--- src/rtl/sld_pkg.sv ---
`default_nettype none
// ----------------------------------------------------------------------------
// sld_pkg
// Types and constants shared by the sync/length deframer files.
// ----------------------------------------------------------------------------
package sld_pkg;

  localparam int unsigned HdrBytes    = 3;
  localparam int unsigned PosWidth    = 9;
  localparam int unsigned TickWidth   = 16;
  localparam int unsigned CfgIdxWidth = 2;
  localparam int unsigned CfgDatWidth = 16;

  localparam logic [PosWidth-1:0]  CountMax   = '1;
  localparam logic [TickWidth-1:0] ElapsedMax = '1;

  localparam logic [7:0]           SyncFirstReset   = 8'd170;
  localparam logic [7:0]           SyncSecondReset  = 8'd85;
  localparam logic [TickWidth-1:0] TimeoutTickReset = 16'd100;

  typedef enum logic [CfgIdxWidth-1:0] {
    CfgSyncFirst  = 2'd0,
    CfgSyncSecond = 2'd1,
    CfgTimeout    = 2'd2
  } cfg_idx_e;

  typedef enum logic [1:0] {
    PhHunt    = 2'd0,
    PhSecond  = 2'd1,
    PhLength  = 2'd2,
    PhPayload = 2'd3
  } phase_e;

  typedef enum logic {
    ModeByte = 1'b0,
    ModeTick = 1'b1
  } mode_e;

  typedef enum logic {
    StatByte  = 1'b0,
    StatAbort = 1'b1
  } status_e;

  typedef struct packed {
    logic       mode;
    logic [7:0] rx_byte;
  } in_item_t;

  typedef struct packed {
    logic [7:0]          frame_byte;
    logic [PosWidth-1:0] position;
    logic                last;
    logic                status;
  } out_item_t;

  typedef struct packed {
    logic [7:0]           sync_first;
    logic [7:0]           sync_second;
    logic [TickWidth-1:0] timeout_ticks;
  } cfg_t;

endpackage
`default_nettype wire

--- src/rtl/sync_length_deframer.sv ---
`default_nettype none
// ----------------------------------------------------------------------------
// sync_length_deframer
// Receive deframer for frames of two sync bytes, a length byte and payload.
// ----------------------------------------------------------------------------
//
//   Channel  Direction  Handshake              Payload
//   in       sink       in_valid_i/in_stall_o  sld_pkg::in_item_t (mode, rx_byte)
//   out      source     out_valid_o/out_stall_i sld_pkg::out_item_t
//   cfg      sink       cfg_valid_i/cfg_ready_o cfg_index_i, cfg_data_i
//
// The frame state is updated in the cycle an item is transferred and any
// result lands in the output register. An item can be taken every cycle
// while the input is not stalled; the state update is one compare and
// count step. Reset clears the frame state, empties the output register and
// loads the default register values. The input stalls only while a result
// waits in the output register and the sink stalls it.
//
module sync_length_deframer (
  input  wire logic                               clk_i,
  input  wire logic                               rst_ni,
  input  wire logic                               in_valid_i,
  output logic                                    in_stall_o,
  input  wire sld_pkg::in_item_t                  in_item_i,
  output logic                                    out_valid_o,
  input  wire logic                               out_stall_i,
  output sld_pkg::out_item_t                      out_item_o,
  input  wire logic                               cfg_valid_i,
  output logic                                    cfg_ready_o,
  input  wire logic [sld_pkg::CfgIdxWidth-1:0]    cfg_index_i,
  input  wire logic [sld_pkg::CfgDatWidth-1:0]    cfg_data_i
);

  sld_pkg::cfg_t      cfg_q;
  logic               in_xfer;
  logic               res_valid;
  sld_pkg::out_item_t res;
  logic               out_valid_q, out_valid_d;
  sld_pkg::out_item_t out_q;

  // Configuration writes are always accepted; the block is idle by contract.
  assign cfg_ready_o = 1'b1;

  always_ff @(posedge clk_i or negedge rst_ni) begin
    if (!rst_ni) begin
      cfg_q.sync_first    <= sld_pkg::SyncFirstReset;
      cfg_q.sync_second   <= sld_pkg::SyncSecondReset;
      cfg_q.timeout_ticks <= sld_pkg::TimeoutTickReset;
    end else if (cfg_valid_i && cfg_ready_o) begin
      unique case (cfg_index_i)
        sld_pkg::CfgSyncFirst:  cfg_q.sync_first    <= cfg_data_i[7:0];
        sld_pkg::CfgSyncSecond: cfg_q.sync_second   <= cfg_data_i[7:0];
        sld_pkg::CfgTimeout:    cfg_q.timeout_ticks <= cfg_data_i;
        default: ;
      endcase
    end
  end

  // A new item is taken whenever the output register is free or drains.
  assign in_stall_o = out_valid_q && out_stall_i;
  assign in_xfer    = in_valid_i && !in_stall_o;

  sld_core u_core (
    .clk_i       (clk_i),
    .rst_ni      (rst_ni),
    .step_i      (in_xfer),
    .item_i      (in_item_i),
    .cfg_i       (cfg_q),
    .res_valid_o (res_valid),
    .res_o       (res)
  );

  // The output register holds while stalled, otherwise refills or empties.
  always_comb begin
    if (in_xfer && res_valid) begin
      out_valid_d = 1'b1;
    end else if (!out_stall_i) begin
      out_valid_d = 1'b0;
    end else begin
      out_valid_d = out_valid_q;
    end
  end

  always_ff @(posedge clk_i or negedge rst_ni) begin
    if (!rst_ni) begin
      out_valid_q <= 1'b0;
    end else begin
      out_valid_q <= out_valid_d;
    end
  end

  always_ff @(posedge clk_i) begin
    if (in_xfer && res_valid) begin
      out_q <= res;
    end
  end

  assign out_valid_o = out_valid_q;
  assign out_item_o  = out_q;

endmodule
`default_nettype wire

--- src/rtl/sld_core.sv ---
`default_nettype none
// ----------------------------------------------------------------------------
// sld_core
// Frame state and the combinational step that turns an item into a result.
// ----------------------------------------------------------------------------
module sld_core (
  input  wire logic              clk_i,
  input  wire logic              rst_ni,
  input  wire logic              step_i,
  input  wire sld_pkg::in_item_t item_i,
  input  wire sld_pkg::cfg_t     cfg_i,
  output logic                   res_valid_o,
  output sld_pkg::out_item_t     res_o
);

  sld_pkg::phase_e                  phase_q, phase_d;
  logic [sld_pkg::PosWidth-1:0]     count_q, count_d;
  logic [7:0]                       length_q, length_d;
  logic [sld_pkg::TickWidth-1:0]    elapsed_q, elapsed_d;
  logic                             active_q, active_d;

  logic [sld_pkg::TickWidth-1:0]    elapsed_inc;
  logic [sld_pkg::PosWidth-1:0]     count_inc;
  logic                             final_byte;

  assign elapsed_inc = (elapsed_q != sld_pkg::ElapsedMax) ?
                       elapsed_q + 1'b1 : elapsed_q;
  assign count_inc   = (count_q != sld_pkg::CountMax) ? count_q + 1'b1 : count_q;
  // Compare position + 1 against length + header in a widened domain.
  assign final_byte  = (length_q != 8'd0) &&
                       ({1'b0, count_q} + 10'd1 >=
                        {2'b00, length_q} + 10'(sld_pkg::HdrBytes));

  always_comb begin
    phase_d     = phase_q;
    count_d     = count_q;
    length_d    = length_q;
    elapsed_d   = elapsed_q;
    active_d    = active_q;
    res_valid_o = 1'b0;
    res_o       = '{frame_byte: item_i.rx_byte, position: count_q,
                    last: 1'b0, status: sld_pkg::StatByte};
    if (item_i.mode == sld_pkg::ModeTick) begin
      res_o.frame_byte = 8'd0;
      res_o.position   = '0;
      if (active_q) begin
        elapsed_d = elapsed_inc;
        if (elapsed_inc >= cfg_i.timeout_ticks) begin
          phase_d     = sld_pkg::PhHunt;
          count_d     = '0;
          length_d    = 8'd0;
          elapsed_d   = '0;
          active_d    = 1'b0;
          res_valid_o = 1'b1;
          res_o.status = sld_pkg::StatAbort;
        end
      end
    end else begin
      if (!active_q) begin
        active_d  = 1'b1;
        elapsed_d = '0;
      end
      unique case (phase_q)
        sld_pkg::PhHunt: begin
          if (item_i.rx_byte == cfg_i.sync_first) begin
            phase_d     = sld_pkg::PhSecond;
            count_d     = count_inc;
            res_valid_o = 1'b1;
          end
        end
        sld_pkg::PhSecond: begin
          if (item_i.rx_byte == cfg_i.sync_second) begin
            phase_d     = sld_pkg::PhLength;
            count_d     = count_inc;
            res_valid_o = 1'b1;
          end
        end
        sld_pkg::PhLength: begin
          length_d    = item_i.rx_byte;
          phase_d     = sld_pkg::PhPayload;
          count_d     = count_inc;
          res_valid_o = 1'b1;
        end
        sld_pkg::PhPayload: begin
          res_valid_o = 1'b1;
          if (final_byte) begin
            phase_d    = sld_pkg::PhHunt;
            count_d    = '0;
            length_d   = 8'd0;
            elapsed_d  = '0;
            active_d   = 1'b0;
            res_o.last = 1'b1;
          end else begin
            count_d = count_inc;
          end
        end
        default: ;
      endcase
    end
  end

  always_ff @(posedge clk_i or negedge rst_ni) begin
    if (!rst_ni) begin
      phase_q   <= sld_pkg::PhHunt;
      count_q   <= '0;
      length_q  <= 8'd0;
      elapsed_q <= '0;
      active_q  <= 1'b0;
    end else if (step_i) begin
      phase_q   <= phase_d;
      count_q   <= count_d;
      length_q  <= length_d;
      elapsed_q <= elapsed_d;
      active_q  <= active_d;
    end
  end

endmodule
`default_nettype wire

--- config.mk ---
export PLATFORM = sky130hd
export DESIGN_NAME = sync_length_deframer
export DESIGN_NICKNAME = d
export VERILOG_FILES = /design/src/rtl/sld_pkg.sv /design/src/rtl/sync_length_deframer.sv /design/src/rtl/sld_core.sv
export SDC_FILE = /design/constraint.sdc
export NUM_CORES = 1
export LEC_CHECK = 0
export BUFFER_PORTS_ARGS = -buffer_cell sky130_fd_sc_hd__buf_4
export CAP_MARGIN = 20
export CORE_UTILIZATION = 45
export DETAILED_ROUTE_END_ITERATION = 10
export MAX_ROUTING_LAYER = met4
export PLACE_DENSITY = 0.69
export SLEW_MARGIN = 20
export SYNTH_ARGS = -nofsm -noshare
export SYNTH_HDL_FRONTEND = slang
export SYNTH_SLANG_ARGS = --single-unit
--- constraint.sdc ---
create_clock -name clk_i -period 6.81 [get_ports clk_i]
set_input_delay 1.362 -clock clk_i [delete_from_list [all_inputs] [get_ports clk_i]]
set_output_delay 1.362 -clock clk_i [all_outputs]
set_load 0.02 [all_outputs]
==> results_dict.tcl <==
set metrics [dict create \
    status "finished, final reports clean" \
    timing.fmax_ghz 0.2297 \
    final_net_count 594 \
    p_sw_mw 0.6652 \
    hold_violations 0 \
    gp_congestion 0.8577 \
    irDropWorstVdd_uv 145.0 \
    synth-warning-count 0 \
    drive_above_1_share 0.2411 \
    overflow 0 \
    regArea_um2 2311 \
    min_from "cfg_q[11]" \
    viasPerCell 5.636 \
    fin_crit_sh 0.6394 \
    grt_pass1_wl_mm 18.38 \
    path_class "flip-flop to flip-flop" \
    syn2layout_area_growth_pct 15.78 \
    fin_setup_tns_ps 0 \
    hp-class "flip-flop to flip-flop" \
    synthDistinctLibCells 58 \
    timing.rr.start "u_core.elapsed_q[6]" \
    antennaDiodeCount 0 \
    cts_sinks 88 \
    fin_util 0.5405 \
    grt_max_degree 70 \
    synthCells 476 \
    avgSynthCellArea_um2 10.72 \
    cts_resized 0 \
    hold_buffers 0 \
    fill_cells 970 \
    wl_per_cell_um 16.48 \
    row_count 38 \
    power.density_nw_per_um2 315.8 \
    clkPwrFrac 0.252 \
    grt_pass1_vias 3655 \
    syn_nets 544 \
    crit_path_end_kind "flip-flop" \
    vias 3782 \
    seqPwrFrac 0.412 \
    multi_input_area_um2 2623 \
    initial_core_util 0.4668 \
    first_iter_violations 173 \
    crit_start "u_core.elapsed_q[6]" \
    slew_headroom 0.2985 \
    ant_nets 0 \
    htree_levels 3 \
    final_common_cell "dfrtp_1" \
    mappedNetlistArea_um2 5105 \
    min_period_ps 4354 \
    startpoint_type "flip-flop" \
    maxCapViolations 0 \
    finalWirelength_mm 11.06 \
    dieWidth_um 108.5 \
    grt_antenna_before_repair 0 \
    ctsRootBufferMaster "clkbuf_16" \
    cts_buffers 9 \
    cts_setup_buffers 0 \
    synth_ff_type "dfrtp_1" \
    synth.area.top_cells "dfrtp_1 (28%), edfxtp_1 (11%), ha_1 (8.8%), mux2_2 (7.3%), dfstp_2 (5.7%)" \
    intPower_mw 1.201 \
    mostFrequentLayoutCells "dfrtp_1 (58), buf_4 (53), ha_1 (36)" \
    dp_hpwl_mm 8.197 \
    finalSetupViolations 0 \
    fin_skew_ps 8.723 \
    insertion_delay_ps 340 \
    cts_tree "yes" \
    tightest_slew_ps 1044 \
    p_leak_nw 2.570 \
    synth_edf_count 19 \
    yosys_register_bits 88 \
    crit_required_ps 6860 \
    yosysTopAreaCellShare 0.2843 \
    p_total_mw 1.866 \
    clk_pin_slew_ps 60 \
    crit_fanout 11 \
    cts_buffer_depth 2 \
    ys_async_sr_fraction 0.7841 \
    die_area_um2 11770 \
    seq_area_frac_synth 0.4527 \
    first_pass_iters 5 \
    p_sw_frac 0.3564 \
    die_height_um 108.5 \
    rsz0062_at_grt "no" \
    core_area_um2 10940 \
    crit_arrival_ps 4400 \
    boundaryPins 54 \
    final_max_slew_viol_count 0 \
    drc_errors 0 \
    yosysTopAreaCell "dfrtp_1" \
    portBuffers 52 \
    track_usage 0.2103 \
    comb_power_share 0.336 \
]
-- path summary, 6_finish.rpt --
kind / slack [ps] / end / depth (start not counted)
setup / recovery: 2460 / out_item_o[5] / 12
hold / removal: 500 / cfg_q[11] / 1
setup reg to reg: 2460 / out_item_o[5] / 12
hold reg to reg: 500 / cfg_q[11] / 1
max in group asynchronous: 5110 / u_core.elapsed_q[12] / 1
min in group asynchronous: 1150 / u_core.count_q[4] / 1
-- critical path, stage by stage, from the launching register on --
cell	delay [ps]
dfrtp_1	470
nand3_1	160
or3_1	410
or2_2	330
nor2_1	170
mux2i_1	320
ha_1	210
and4_1	200
nand2_1	100
o2bb2ai_1	390
o31ai_2	260
nor2_1	710
buf_4	330
-- cell usage after synthesis (2+ instances only) --
master / count
a21boi_1: 2
a21o_1: 2
a21oi_1: 19
a22o_1: 16
a311oi_1: 5
a31o_2: 2
a31oi_1: 13
and3_1: 8
and4_1: 3
buf_2: 2
buf_4: 2
clkbuf_1: 9
dfrtp_1: 58
dfstp_2: 11
edfxtp_1: 19
ha_1: 36
inv_1: 33
mux2_2: 33
nand2_1: 22
nand2b_1: 4
nand3_1: 18
nand3b_1: 2
nand4_1: 4
nor2_1: 23
nor2b_1: 14
nor3_1: 9
nor3b_1: 2
nor4_1: 7
o2111ai_1: 2
o211ai_1: 6
o21a_1: 3
o21ai_0: 22
or2_2: 4
or3_1: 3
xnor2_1: 9
xor2_1: 27
-- kinds of logic (layout without fill, tap and decap cells) --
kind of cell / Yosys count / count (layout) / synth area share
AOI/OAI and AO/OA: 105 / 105 / 0.1471
xor gates and xnor gates: 36 / 36 / 0.06177
adders and majority gates: 36 / 36 / 0.08823
buffers and inverters: 47 / 102 / 0.03676
DFF: 88 / 88 / 0.4527
muxes: 34 / 34 / 0.07476
other: 1 / 1 / 0.0007346
and+or+nand+nor: 129 / 129 / 0.1380
-- layer usage --
metal,part of all wire,track usage,up-vias
li1,-,-,1847
met2,0.47,0.3228,92
met3,0.038,0.02954,11
met4,0.013,0.07239,0
met1,0.48,0.2851,1832
met5,0,-,-
-- per-stage QoR --
| stage | hold slack, ps | cells | setup WS (ps) | cell area, um^2 |
|---|---|---|---|---|
| floorplan | 479.4 | 476 | 2876 | 5105 |
| global placement | 491.1 | 655 | 2371 | 5614 |
| detailed placement | 493.4 | 655 | 2180 | 5620 |
| CTS | 509.2 | 671 | 2178 | 5901 |
| global route | 527.5 | 671 | 2123 | 5911 |
| finish | 501.9 | 671 | 2456 | 5911 |
-- final cells by class --
type | instances | share of cell area
inverter | 33 | 0.02096
timing repair buffer | 53 | 0.06732
tap | 140 | 0.02964
clock buffer | 10 | 0.03874
sequential | 88 | 0.3910
multi-input combinational | 341 | 0.4437
clock inverter | 6 | 0.008679
-- state kept, by name, summed over array words and instances, names as in the netlist --
register / flops
u_core.phase_q: 2
out_item_o: 19
out_valid_o: 1
cfg_q: 32
u_core.count_q: 9
u_core.elapsed_q: 16
u_core.length_q: 8
u_core.active_q: 1
-- power groups by stage --
stage	Clock, mW	Sequential (mW)	Combinational (mW)
floorplan	0	0.751	0.473
global placement	0	0.769	0.600
detailed placement	0	0.776	0.624
CTS	0.481	0.767	0.631
global route	0.499	0.787	0.711
finish	0.470	0.769	0.628
(Power assumes the default switching activity.)
